File: src/sv/hhfe_pkg.sv
// package for the http header field extractor: word types, state and key codes,
// and the keyword trie transition table; no dependencies
package hhfe_pkg;

    // input and result words
    typedef struct packed {
        logic [7:0] data_byte;
        logic       end_of_header;
    } t_in_word;

    typedef struct packed {
        logic [7:0]         out_byte;
        logic               value_byte;
        logic [2:0]         field_id;
        logic               value_end;
        logic               value_drop;
        logic [1:0]         method_seen;
        logic               status_valid;
        logic signed [15:0] status_code;
        logic               header_end_seen;
    } t_out_word;

    // match states; trie prefix nodes start at ST_NODE0
    localparam logic [5:0] ST_START  = 6'd0;
    localparam logic [5:0] ST_IGNORE = 6'd1;
    localparam logic [5:0] ST_BLANK  = 6'd2;
    localparam logic [5:0] ST_END    = 6'd3;
    localparam logic [5:0] ST_NODE0  = 6'd4;
    localparam logic [5:0] ST_HTTP_H = 6'd11;
    localparam logic [5:0] ST_HTTP_T = 6'd12;
    localparam logic [5:0] ST_HOST_H = 6'd17;
    localparam logic [5:0] ST_HOST_O = 6'd18;

    // keywords
    localparam logic [2:0] KEY_GET   = 3'd0;
    localparam logic [2:0] KEY_POST  = 3'd1;
    localparam logic [2:0] KEY_HTTP  = 3'd2;
    localparam logic [2:0] KEY_HOST  = 3'd3;
    localparam logic [2:0] KEY_UA    = 3'd4;
    localparam logic [2:0] KEY_REF   = 3'd5;
    localparam logic [2:0] KEY_CTYPE = 3'd6;

    // field ids
    localparam logic [2:0] FLD_PATH  = 3'd0;
    localparam logic [2:0] FLD_PROTO = 3'd1;

    // method codes
    localparam logic [1:0] METH_NONE = 2'd0;

    // status conversion phases
    localparam logic [1:0] PH_LEAD   = 2'd0;
    localparam logic [1:0] PH_DIGITS = 2'd1;
    localparam logic [1:0] PH_STOP   = 2'd2;

    localparam logic [7:0] CH_LF    = 8'h0a;
    localparam logic [7:0] CH_CR    = 8'h0d;
    localparam logic [7:0] CH_TAB   = 8'h09;
    localparam logic [7:0] CH_VT    = 8'h0b;
    localparam logic [7:0] CH_FF    = 8'h0c;
    localparam logic [7:0] CH_SPACE = 8'h20;

    localparam logic [15:0] STATUS_LIMIT = 16'd32768;
    localparam logic [15:0] STATUS_MAX   = 16'd32767;

    typedef struct packed {
        logic [5:0] next;
        logic       hit;
        logic [2:0] key;
    } t_trie;

    // one trie transition from line start or a prefix node
    function automatic t_trie trie_step(input logic [5:0] s, input logic [7:0] ch);
        t_trie      r;
        logic [7:0] exp_ch;
        logic [2:0] key;
        logic       last;
        logic       known;
        r      = '{next: ST_IGNORE, hit: 1'b0, key: KEY_GET};
        exp_ch = 8'h00;
        key    = KEY_GET;
        last   = 1'b0;
        known  = 1'b1;
        if (s == ST_START) begin
            case (ch)
                "G":     r.next = 6'd4;
                "P":     r.next = 6'd7;
                "H":     r.next = ST_HTTP_H;
                "U":     r.next = 6'd21;
                "R":     r.next = 6'd31;
                "C":     r.next = 6'd38;
                default: r.next = ST_IGNORE;
            endcase
        end else if (s == ST_HTTP_H && ch == "o") begin
            // "H" is shared by HTTP/1. and Host
            r.next = ST_HOST_O;
        end else if (s == ST_HOST_H && ch == "T") begin
            r.next = ST_HTTP_T;
        end else begin
            unique case (s)
                6'd4:  begin exp_ch = "E"; key = KEY_GET; end
                6'd5:  begin exp_ch = "T"; key = KEY_GET; end
                6'd6:  begin exp_ch = " "; key = KEY_GET; last = 1'b1; end
                6'd7:  begin exp_ch = "O"; key = KEY_POST; end
                6'd8:  begin exp_ch = "S"; key = KEY_POST; end
                6'd9:  begin exp_ch = "T"; key = KEY_POST; end
                6'd10: begin exp_ch = " "; key = KEY_POST; last = 1'b1; end
                6'd11: begin exp_ch = "T"; key = KEY_HTTP; end
                6'd12: begin exp_ch = "T"; key = KEY_HTTP; end
                6'd13: begin exp_ch = "P"; key = KEY_HTTP; end
                6'd14: begin exp_ch = "/"; key = KEY_HTTP; end
                6'd15: begin exp_ch = "1"; key = KEY_HTTP; end
                6'd16: begin exp_ch = "."; key = KEY_HTTP; last = 1'b1; end
                6'd17: begin exp_ch = "o"; key = KEY_HOST; end
                6'd18: begin exp_ch = "s"; key = KEY_HOST; end
                6'd19: begin exp_ch = "t"; key = KEY_HOST; end
                6'd20: begin exp_ch = ":"; key = KEY_HOST; last = 1'b1; end
                6'd21: begin exp_ch = "s"; key = KEY_UA; end
                6'd22: begin exp_ch = "e"; key = KEY_UA; end
                6'd23: begin exp_ch = "r"; key = KEY_UA; end
                6'd24: begin exp_ch = "-"; key = KEY_UA; end
                6'd25: begin exp_ch = "A"; key = KEY_UA; end
                6'd26: begin exp_ch = "g"; key = KEY_UA; end
                6'd27: begin exp_ch = "e"; key = KEY_UA; end
                6'd28: begin exp_ch = "n"; key = KEY_UA; end
                6'd29: begin exp_ch = "t"; key = KEY_UA; end
                6'd30: begin exp_ch = ":"; key = KEY_UA; last = 1'b1; end
                6'd31: begin exp_ch = "e"; key = KEY_REF; end
                6'd32: begin exp_ch = "f"; key = KEY_REF; end
                6'd33: begin exp_ch = "e"; key = KEY_REF; end
                6'd34: begin exp_ch = "r"; key = KEY_REF; end
                6'd35: begin exp_ch = "e"; key = KEY_REF; end
                6'd36: begin exp_ch = "r"; key = KEY_REF; end
                6'd37: begin exp_ch = ":"; key = KEY_REF; last = 1'b1; end
                6'd38: begin exp_ch = "o"; key = KEY_CTYPE; end
                6'd39: begin exp_ch = "n"; key = KEY_CTYPE; end
                6'd40: begin exp_ch = "t"; key = KEY_CTYPE; end
                6'd41: begin exp_ch = "e"; key = KEY_CTYPE; end
                6'd42: begin exp_ch = "n"; key = KEY_CTYPE; end
                6'd43: begin exp_ch = "t"; key = KEY_CTYPE; end
                6'd44: begin exp_ch = "-"; key = KEY_CTYPE; end
                6'd45: begin exp_ch = "T"; key = KEY_CTYPE; end
                6'd46: begin exp_ch = "y"; key = KEY_CTYPE; end
                6'd47: begin exp_ch = "p"; key = KEY_CTYPE; end
                6'd48: begin exp_ch = "e"; key = KEY_CTYPE; end
                6'd49: begin exp_ch = ":"; key = KEY_CTYPE; last = 1'b1; end
                default: known = 1'b0;
            endcase
            if (known && ch == exp_ch) begin
                if (last) begin
                    r.next = ST_START;
                    r.hit  = 1'b1;
                    r.key  = key;
                end else begin
                    r.next = s + 6'd1;
                end
            end
        end
        return r;
    endfunction

endpackage

File: src/sv/http_header_field_extractor.sv
// http header field extractor: keyword trie, value marking and status conversion
// depends on hhfe_pkg
//
// Usage
//   Input channel: one header byte per word (i_in_word), with end_of_header set on
//   the last byte of the header. A word is taken on a rising edge with i_in_valid
//   high and o_in_stall low.
//   Output channel: one result word per input word, in order, on o_out_word while
//   o_out_valid is high; it is taken on an edge with i_out_stall low.
//   Latency: the result of a byte appears on the cycle after the byte is taken.
//   Throughput: one byte per cycle while the output is not stalled; the keyword
//   transition, value flags and the status multiply-by-ten step all fit between
//   the state registers and the output register.
//   Stall: o_in_stall is high while the output register holds an untaken word and
//   i_out_stall is high; a word taken in the same cycle as the output is freed
//   passes straight through, so there are no bubbles.
//   Reset: synchronous, active low; match state returns to line start, the status
//   converter clears and the output register empties.
//   End of header: after the last byte all matching state returns to reset.
module http_header_field_extractor (
    input  logic                i_clk,
    input  logic                i_rst_n,
    input  logic                i_in_valid,
    output logic                o_in_stall,
    input  hhfe_pkg::t_in_word  i_in_word,
    output logic                o_out_valid,
    input  logic                i_out_stall,
    output hhfe_pkg::t_out_word o_out_word
);
    import hhfe_pkg::*;

    logic [5:0]  r_state,  n_state;
    logic [2:0]  r_kind,   n_kind;
    logic [1:0]  r_lead,   n_lead;
    logic [1:0]  r_phase,  n_phase;
    logic        r_neg,    n_neg;
    logic [15:0] r_accum,  n_accum;
    logic        r_out_valid;
    t_out_word   r_out_word, n_out_word;

    logic        accept;
    logic [7:0]  ch;
    logic        eoh;
    t_trie       tr;
    logic [2:0]  kind, kind_new;
    logic        is_method;
    logic [2:0]  end_fid, end_fid_new;
    logic        is_digit, is_ws;
    logic [19:0] mul10;
    logic [15:0] accum_sat;
    logic [15:0] status_val;

    assign o_in_stall  = r_out_valid && i_out_stall;
    assign accept      = i_in_valid && !o_in_stall;
    assign o_out_valid = r_out_valid;
    assign o_out_word  = r_out_word;

    assign ch  = i_in_word.data_byte;
    assign eoh = i_in_word.end_of_header;
    assign tr  = trie_step(r_state, ch);

    assign kind      = (r_kind > KEY_CTYPE) ? KEY_CTYPE : r_kind;
    assign is_method = (kind <= KEY_POST);
    assign end_fid   = is_method ? FLD_PROTO :
                       ((kind >= KEY_HOST) ? kind - 3'd1 : FLD_PROTO);

    assign is_digit = (ch >= "0") && (ch <= "9");
    assign is_ws    = (ch == CH_TAB) || (ch == CH_VT) || (ch == CH_FF) || (ch == CH_CR);

    // accum * 10 + digit, saturated at 32768
    assign mul10     = ({4'd0, r_accum} << 3) + ({4'd0, r_accum} << 1) + {16'd0, ch[3:0]};
    assign accum_sat = (mul10 > {4'd0, STATUS_LIMIT}) ? STATUS_LIMIT : mul10[15:0];

    assign status_val = r_neg ? (16'd0 - r_accum) :
                        ((r_accum > STATUS_MAX) ? STATUS_MAX : r_accum);

    always_comb begin
        n_state = r_state;
        n_kind  = r_kind;
        n_lead  = r_lead;
        n_phase = r_phase;
        n_neg   = r_neg;
        n_accum = r_accum;

        n_out_word                 = '0;
        n_out_word.out_byte        = ch;
        n_out_word.header_end_seen = eoh;

        if (ch == CH_LF) begin
            if (r_state == ST_END) begin
                n_out_word.value_drop = 1'b1;
                n_out_word.field_id   = end_fid;
            end else if (r_state == ST_BLANK && is_method) begin
                n_out_word.value_drop = 1'b1;
                n_out_word.field_id   = FLD_PATH;
            end
            n_state = ST_START;
            n_lead  = 2'd0;
            n_phase = PH_LEAD;
            n_neg   = 1'b0;
            n_accum = '0;
        end else if (r_state == ST_IGNORE) begin
            n_state = r_state;
        end else if (r_state == ST_END) begin
            if (r_lead != 2'd0 && ch == CH_SPACE) begin
                n_lead = r_lead;
            end else if (ch == CH_CR) begin
                n_out_word.value_end = 1'b1;
                n_out_word.field_id  = end_fid;
                n_state              = ST_IGNORE;
            end else begin
                n_lead                = 2'd0;
                n_out_word.value_byte = 1'b1;
                n_out_word.field_id   = end_fid;
            end
        end else if (r_state == ST_BLANK) begin
            if (r_lead >= 2'd2) begin
                // minor version byte after the response keyword
                n_lead = 2'd1;
            end else if (ch == CH_SPACE && r_lead == 2'd1) begin
                n_lead = r_lead;
            end else if (ch == CH_SPACE) begin
                if (is_method) begin
                    n_out_word.value_end = 1'b1;
                    n_out_word.field_id  = FLD_PATH;
                    n_state              = ST_END;
                    n_lead               = 2'd1;
                end else begin
                    n_out_word.status_valid = 1'b1;
                    n_out_word.status_code  = status_val;
                    n_state                 = ST_IGNORE;
                end
            end else begin
                n_lead = 2'd0;
                if (is_method) begin
                    n_out_word.value_byte = 1'b1;
                    n_out_word.field_id   = FLD_PATH;
                end else begin
                    case (r_phase)
                        PH_LEAD: begin
                            if (is_ws) begin
                                n_phase = r_phase;
                            end else if (ch == "+" || ch == "-") begin
                                n_neg   = (ch == "-");
                                n_phase = PH_DIGITS;
                            end else if (!is_digit) begin
                                n_phase = PH_STOP;
                            end else begin
                                n_phase = PH_DIGITS;
                                n_accum = accum_sat;
                            end
                        end
                        PH_DIGITS: begin
                            if (!is_digit) begin
                                n_phase = PH_STOP;
                            end else begin
                                n_accum = accum_sat;
                            end
                        end
                        default: n_phase = r_phase;
                    endcase
                end
            end
        end else begin
            n_state = tr.next;
            if (tr.hit) begin
                n_kind = tr.key;
                if (tr.key <= KEY_HTTP) begin
                    n_out_word.method_seen = tr.key[1:0] + 2'd1;
                    n_state                = ST_BLANK;
                    n_lead                 = (tr.key == KEY_HTTP) ? 2'd2 : 2'd1;
                    n_phase                = PH_LEAD;
                    n_neg                  = 1'b0;
                    n_accum                = '0;
                end else begin
                    n_state = ST_END;
                    n_lead  = 2'd1;
                end
            end
        end

        // end of header ends or drops an open value, then everything resets
        if (eoh) begin
            if (!n_out_word.value_end) begin
                if (n_state == ST_END) begin
                    n_out_word.value_end = 1'b1;
                    n_out_word.field_id  = end_fid_new;
                end else if (n_state == ST_BLANK && kind_new <= KEY_POST) begin
                    n_out_word.value_drop = 1'b1;
                    n_out_word.field_id   = FLD_PATH;
                end
            end
            n_state = ST_START;
            n_kind  = KEY_GET;
            n_lead  = 2'd0;
            n_phase = PH_LEAD;
            n_neg   = 1'b0;
            n_accum = '0;
        end
    end

    // keyword as it stands after this byte, for the end-of-header close
    assign kind_new    = (tr.hit && r_state != ST_IGNORE && r_state != ST_END &&
                          r_state != ST_BLANK && ch != CH_LF) ? tr.key : kind;
    assign end_fid_new = (kind_new <= KEY_POST) ? FLD_PROTO :
                         ((kind_new >= KEY_HOST) ? kind_new - 3'd1 : FLD_PROTO);

    always_ff @(posedge i_clk) begin
        if (!i_rst_n) begin
            r_state     <= ST_START;
            r_kind      <= KEY_GET;
            r_lead      <= 2'd0;
            r_phase     <= PH_LEAD;
            r_neg       <= 1'b0;
            r_accum     <= '0;
            r_out_valid <= 1'b0;
        end else begin
            if (accept) begin
                r_state     <= n_state;
                r_kind      <= n_kind;
                r_lead      <= n_lead;
                r_phase     <= n_phase;
                r_neg       <= n_neg;
                r_accum     <= n_accum;
                r_out_valid <= 1'b1;
            end else if (!i_out_stall) begin
                r_out_valid <= 1'b0;
            end
        end
    end

    always_ff @(posedge i_clk) begin
        if (accept) begin
            r_out_word <= n_out_word;
        end
    end

endmodule

File: config.mk
export PLATFORM = sky130hd
export DESIGN_NAME = http_header_field_extractor
export DESIGN_NICKNAME = d
export VERILOG_FILES = /design/src/sv/hhfe_pkg.sv /design/src/sv/http_header_field_extractor.sv
export SDC_FILE = /design/constraint.sdc
export NUM_CORES = 1
export LEC_CHECK = 0
export BUFFER_PORTS_ARGS = -buffer_cell sky130_fd_sc_hd__buf_2
export CAP_MARGIN = 20
export CELL_PAD_IN_SITES_DETAIL_PLACEMENT = 2
export CELL_PAD_IN_SITES_GLOBAL_PLACEMENT = 2
export CORE_ASPECT_RATIO = 1.75
export CORE_MARGIN = 1.5
export CORE_UTILIZATION = 38
export CTS_BUF_LIST = sky130_fd_sc_hd__clkbuf_4
export CTS_CLUSTER_SIZE = 10
export DETAILED_ROUTE_END_ITERATION = 12
export GPL_TIMING_DRIVEN = 0
export HOLD_SLACK_MARGIN = 0.03
export PLACE_DENSITY_LB_ADDON = 0.12
export SYNTH_ARGS = -nofsm -noshare
export SYNTH_HDL_FRONTEND = slang
export SYNTH_SLANG_ARGS = --single-unit
export TNS_END_PERCENT = 10
File: constraint.sdc
create_clock -name i_clk -period 4.55 [get_ports i_clk]
set_clock_uncertainty 0.05 [all_clocks]
set_input_delay 0.455 -clock i_clk [delete_from_list [all_inputs] [get_ports i_clk]]
set_output_delay 0.455 -clock i_clk [all_outputs]
set_load 0.02 [all_outputs]
Yosys cells after proc, flatten, opt, wreduce, memory -nomap -nowiden --
Cells that the tools add are included.
Operators by class: $add $sub $neg 7, $lt $le $gt $ge 11, equal/unequal tests 97, muxes and demuxes 139, bitwise gates (word level) 4, reduce and logical (&&, ||, !) cells 53
Operators by type and width (count):
- 16-bit 2-to-1 mux | 17
- 7-bit case mux with 22 select lines | 1
- 6-bit == test (second input constant) | 18
- 6-bit by 5-bit == test with 1-bit output (second input constant) | 16
- 6-bit 2-to-1 mux | 15
- 8-bit by 7-bit == test with 1-bit output (second input constant) | 8
- 2-bit 2-to-1 mux | 30
- 3-bit 2-to-1 mux | 17
- 6-bit by 4-bit == test with 1-bit output (second input constant) | 8
- 46-bit OR reduction | 1
- 8-bit by 4-bit == test with 1-bit output (second input constant) | 5
- 1-bit 2-to-1 mux | 37
- 6-bit case mux with 6 select lines | 1
- 12-bit AND reduction | 3
- 5-bit 2-to-1 mux | 7
- 16-bit case mux with 2 select lines | 1
- 4-bit inequality test (second input constant) | 7
- 7-bit OR reduction | 4
- 6-bit by 2-bit == test with 1-bit output (second input constant) | 4
- 6-bit by 3-bit == test with 1-bit output (second input constant) | 4
- 8-bit by 6-bit == test with 1-bit output (second input constant) | 3
- 4-bit 2-to-1 mux | 6
- 8-bit 2-to-1 mux | 3
- 19-bit by 17-bit adder with 20-bit output | 1
- other kinds (52) | 94
Storage, ports and cells: flip-flop bits (word level) 65, input bits 13, output and inout bits 36, logic and storage cells 327

Depth between registers and ports, before layout --
depth in word-level cells 25, mapped depth 22, mapped depth without buffers 19

Least setup slack after synthesis --
OpenSTA, ideal clock, no wires.
path type reg-to-reg, start point reg r_state[0], end point reg r_accum[10], arrival time 4.066 ns, required time 4.383 ns, slack 0.318 ns, stages on the path, launching flop included 22, buffers on the path 3, clock period less this slack 4.232 ns, cell sequence dfxtp_1 > inv_1 > ha_1 > clkbuf_1 > buf_2 > nor2b_1 > a21oi_1 > a2bb2oi_1 > o21a_1 > or3_1 > a21oi_1 > nand3_1 > nor2b_1 > ha_1 > inv_1 > a21oi_1 > nor4b_1 > o211ai_1 > a21oi_1 > a21boi_1 > clkbuf_1 > a22o_1
On the way: word-level cells in the longest chain between the ends 15, elaborated cells between the ends (all ways) 108
RTL lines:
- start: declaration | line http_header_field_extractor.sv:32 | logic [5:0] r_state, n_state;
- start signal: assignment | line http_header_field_extractor.sv:219 | r_state <= n_state;
- 6-bit == test (tied with other cells) | line hhfe_pkg.sv:99 | unique case (s)
- 7-bit OR reduction (no source line) (tied with other cells)
- 7-bit case mux with 22 select lines | line hhfe_pkg.sv:99
- 8-bit 2-to-1 mux | line hhfe_pkg.sv:96 | end else if (s == ST_HOST_H && ch == "T") begin
- 8-bit 2-to-1 mux | line hhfe_pkg.sv:93 | end else if (s == ST_HTTP_H && ch == "o") begin
- 8-bit 2-to-1 mux | line hhfe_pkg.sv:83 | if (s == ST_START) begin
- 8-bit == test | line hhfe_pkg.sv:148 | if (known && ch == exp_ch) begin
- 1-bit logical AND | line hhfe_pkg.sv:148
- 10-bit 2-to-1 mux | line hhfe_pkg.sv:148
- 4-bit 2-to-1 mux | line hhfe_pkg.sv:96
- 4-bit 2-to-1 mux | line hhfe_pkg.sv:93
- 4-bit 2-to-1 mux | line hhfe_pkg.sv:83
- 3-bit by 2-bit <= comparator with 1-bit output | line http_header_field_extractor.sv:168 | if (tr.key <= KEY_HTTP) begin
- 4-bit nonzero test (no source line)
- 12-bit AND reduction (no source line)
- end signal: assignment | line http_header_field_extractor.sv:224 | r_accum <= n_accum;
- end: declaration | line http_header_field_extractor.sv:37 | logic [15:0] r_accum, n_accum;
Several ways; a longest one is shown, not always the timed one. The select of a mux whose other input is x is not followed. A chain may end at the register's enable or synchronous reset.

Worst setup path in the final report --
start point reg r_state[0], end point reg r_accum[8]
Same word-level chain as after synthesis.

==> impl_summary.md <==
Placed design
The final estimated routing congestion in global placement is 0.923. The half-perimeter wire length of the detailed placement result is 19700 um. Buffers placed on the I/O ports in this run total 48. The placed instances occupy a cell area of 6480 sq um.

Global route
The number of antenna violations at the first check in global routing is 1. The total global routing overflow is 0. The first-pass GRT wire length is 40200 um. The number of global-route vias before repair is 7277. The maximum number of pins on one net before global-route repair is 44. In the global route stage, overall resource usage came out at 0.311.

Floorplan
The vertical die dimension is 169 um. The die extent in x is 98.1 um. The floorplan has 60 rows. The starting density of the core is 0.390. The number of primary I/O pins is 49. The total area inside the core boundary comes to 15400 sq um.

The die covers 16600 sq um.

CTS
Buffers inserted to repair hold after CTS numbered 0. The tree is rooted in a sky130_fd_sc_hd__clkbuf_4. The insertion delay to the later sink of the worst-skew pair is 0.48 ns.

TritonCTS built the clock tree. The deepest clock path buffer count is 2. For this design, the sink count on the clock tree is 65. Buffers inserted during clock tree synthesis total 9. The number of levels in the clock H-tree is 3.

Clock-pin slew was measured on the worst setup and hold paths at 0.14 ns.

Cells and area
The most frequent standard cell in the layout excluding fill and tap cells is sky130_fd_sc_hd__nor2_1. From synthesis to final layout, the design area changed by 22.8%. The post-route cell area is 7380 sq um. The top cell types in the final layout, fill and taps aside, are sky130_fd_sc_hd__nor2_1 (61), sky130_fd_sc_hd__nand2_1 (57), sky130_fd_sc_hd__buf_2 (53), sky130_fd_sc_hd__a21oi_1 (45), sky130_fd_sc_hd__ha_1 (37). The fraction of final layout cells sized beyond drive strength 1 is 0.248. The number of nets in the finished design is 882. The filler cell count is 1709.

Worst setup path
The type of destination of the critical path is a flop. The worst setup path is launched from a flop. The largest fanout of any net on the critical path is 10. The category of the most critical setup path is reg2reg.

The critical path required time is 4.85 ns. The worst endpoint data arrival time is 4.99 ns.

Synth
The post-synthesis cell type with the largest combined area is sky130_fd_sc_hd__edfxtp_1. Of the post-synthesis cell area, the dominant cell type holds 0.170. The synthesized design contains 65 register bits. After synthesis, the cell types taking the most area are sky130_fd_sc_hd__edfxtp_1 (17%), sky130_fd_sc_hd__dfxtp_1 (10%), sky130_fd_sc_hd__ha_1 (8.7%). The area of the mapped netlist is 6010 sq um. The post-synthesis cell type count is 85. The prevailing post-synth register cell is sky130_fd_sc_hd__edfxtp_1. After synthesis, the mean cell area works out to 8.19 sq um.

Synthesis produced 734 cells. The number of nets produced by synthesis is 791. Yosys mapped a number of flops with a built-in enable equal to 34. For this run, the register share of the synthesized area comes to 0.273. The post-synthesis async set-or-reset flop share is 0. The count of yosys warnings during synthesis is 0.

Drt
In the final routed layout, each cell accounts on average for 27.3 um. The number of iterations in the first detailed-routing pass is 6. The post-detailed-route via-to-cell ratio is 6.52. In the routed design, unresolved DRC markers number 0.

The count of nets left with antenna violations once routing finished came out at 0. The number of vias after detailed routing is 6626. The number of DRC markers after the initial detailed-route iteration is 265.

The total wire length after detailed routing is 27800 um.

Outcome
The final reports fail on setup timing. The run finished, with violations left.

Timing
The total count of max-transition violations in the final report is 0. The count of final setup violators is 21. The final cycle utilization of the critical path is 1.03.

At the pin with the least slew margin, the transition time is 0.919 ns. Setup repair after global routing could not meet its margin everywhere. The minimum clock period is 4.70 ns. The worst pin sits at a relative slew slack of 0.381.

Timing would allow up to 213 MHz. The count of final hold-check violations is 0. Across all setup checks in the final design, the least slack found is -0.148 ns.

Hold path
In this run the worst hold path is classified as in2reg.

Run
The number of max-cap violations is 0.

Pwr
The overall power consumption is 1.24 mW. The power density over the cells is 169 nW/um^2. The leakage component of the power is 3.01 nW. The maximum vdd ir drop is 120 uV.
-- timing repair --
action | 4_1_cts | 5_1_grt
pin swaps | 16 | 31
buffers inserted | 16 | 16
gates resized for setup | 74 | 46
gates cloned | 0 | 2
endpoints found under the hold margin | 0 | 0
setup endpoints to repair | 29 | 26
-- synthesized netlist by cell type, types with 9 or more instances --
cell type / number
sky130_fd_sc_hd__a21o_1: 9
sky130_fd_sc_hd__inv_1: 32
sky130_fd_sc_hd__ha_1: 42
sky130_fd_sc_hd__nand3b_1: 13
sky130_fd_sc_hd__nand2_1: 57
sky130_fd_sc_hd__o21ai_0: 24
sky130_fd_sc_hd__or3_1: 12
sky130_fd_sc_hd__clkbuf_1: 22
sky130_fd_sc_hd__o22ai_1: 9
sky130_fd_sc_hd__nand3_1: 19
sky130_fd_sc_hd__xor2_1: 9
sky130_fd_sc_hd__nand2b_1: 14
sky130_fd_sc_hd__xnor2_1: 11
sky130_fd_sc_hd__dfxtp_1: 31
sky130_fd_sc_hd__edfxtp_1: 34
sky130_fd_sc_hd__a211oi_1: 12
sky130_fd_sc_hd__a21oi_1: 53
sky130_fd_sc_hd__mux2i_1: 12
sky130_fd_sc_hd__nor4_1: 13
sky130_fd_sc_hd__nor2b_1: 21
sky130_fd_sc_hd__nor3_1: 29
sky130_fd_sc_hd__nor2_1: 65
sky130_fd_sc_hd__a22o_1: 10
sky130_fd_sc_hd__nand4_1: 12
sky130_fd_sc_hd__buf_2: 10
sky130_fd_sc_hd__a31oi_1: 10
sky130_fd_sc_hd__and2_1: 10
-- kinds of logic (layout without fill, tap and decap cells) --
kind of cell,Yosys count,in the layout,share of synthesized area
adders and majority gates,44,44,0.0941
muxes,13,13,0.0219
AOI/OAI and AO/OA,205,205,0.240
and+or+nand+nor,311,311,0.284
buffers and inverters,76,172,0.0577
DFF,65,65,0.273
xor gates and xnor gates,20,20,0.0291
other,0,1,0
-- worst max-delay path: stages (launching register included) --
cell and delay [ns]:
sky130_fd_sc_hd__dfxtp_4 0.46, sky130_fd_sc_hd__inv_6 0.07, sky130_fd_sc_hd__ha_4 0.19, sky130_fd_sc_hd__buf_6 0.15
sky130_fd_sc_hd__mux2i_2 0.19, sky130_fd_sc_hd__o32ai_2 0.14, sky130_fd_sc_hd__nor3_2 0.23, sky130_fd_sc_hd__nand4_1 0.19
sky130_fd_sc_hd__or3_4 0.38, sky130_fd_sc_hd__a21oi_2 0.15, sky130_fd_sc_hd__nor4b_4 0.23, sky130_fd_sc_hd__buf_4 0.20
sky130_fd_sc_hd__nand3_2 0.07, sky130_fd_sc_hd__nor2b_2 0.16, sky130_fd_sc_hd__ha_2 0.20, sky130_fd_sc_hd__inv_2 0.06
sky130_fd_sc_hd__a21oi_4 0.18, sky130_fd_sc_hd__nor4b_4 0.34, sky130_fd_sc_hd__o211ai_1 0.16, sky130_fd_sc_hd__a21oi_2 0.27
sky130_fd_sc_hd__a21boi_4 0.12, sky130_fd_sc_hd__buf_6 0.15, sky130_fd_sc_hd__a22o_1 0.22
-- final cells by class --
cell class | count | area, sq um | share of cell area
clock buffer | 9 | 67.6 | 0.00915
multi-input combinational | 593 | 4420 | 0.599
buffer | 40 | 263 | 0.0356
inverter | 33 | 133 | 0.0180
tap | 186 | 233 | 0.0315
antenna | 1 | 2.50 | 0.000339
clock inverter | 7 | 45.0 | 0.00610
timing repair buffer | 83 | 563 | 0.0763
sequential | 65 | 1650 | 0.224
-- sequential cells by signal, indices dropped and copies added, names as in the netlist --
register,flops
r_phase,2
r_accum,16
r_state,6
o_out_valid,1
r_lead,2
o_out_word,34
r_neg,1
r_kind,3
-- metal layers --
| layer | routed length (um) | vias to the layer above | global-route usage |
|---|---|---|---|
| li1 | - | 2956 | - |
| met1 | 9170 | 3336 | 0.277 |
| met2 | 15700 | 200 | 0.634 |
| met3 | 676 | 134 | 0.0383 |
| met4 | 2220 | 0 | 0.199 |
| met5 | 0 | - | 0 |
-- path summary, 6_finish.rpt --
path                      startpoint                        to  slack, ns  depth (start not counted)
max          r_state[0]$_SDFFE_PN0P_   r_accum[8]$_SDFFE_PN0P_      -0.15                         22
min                       i_in_valid  o_out_valid$_SDFFE_PN0P_       0.17                          2
max reg2reg  r_state[0]$_SDFFE_PN0P_   r_accum[8]$_SDFFE_PN0P_      -0.15                         22
min reg2reg  r_phase[0]$_SDFFE_PN0P_   r_phase[0]$_SDFFE_PN0P_       0.47                          2
-- stage by stage --
step                      setup TNS, ns  hold slack (ns)   util  std cells  setup WS [ns]
after floorplan                       0            0.414      -        734          0.318
after global placement           -36.50            0.439  0.421        968          -1.68
after detailed placement         -39.36            0.447  0.421        968          -1.80
after CTS                             0            0.165  0.458        997        0.00681
after global routing              -3.12            0.173  0.480       1017         -0.205
final                             -1.68            0.169  0.480       1017         -0.148
-- power breakdown --
group,internal [mW],switching [mW]
logic,0.0792,0.154
registers,0.633,0.00857
clock network,0.110,0.260
total,0.822,0.423
(Power assumes the default switching activity.)
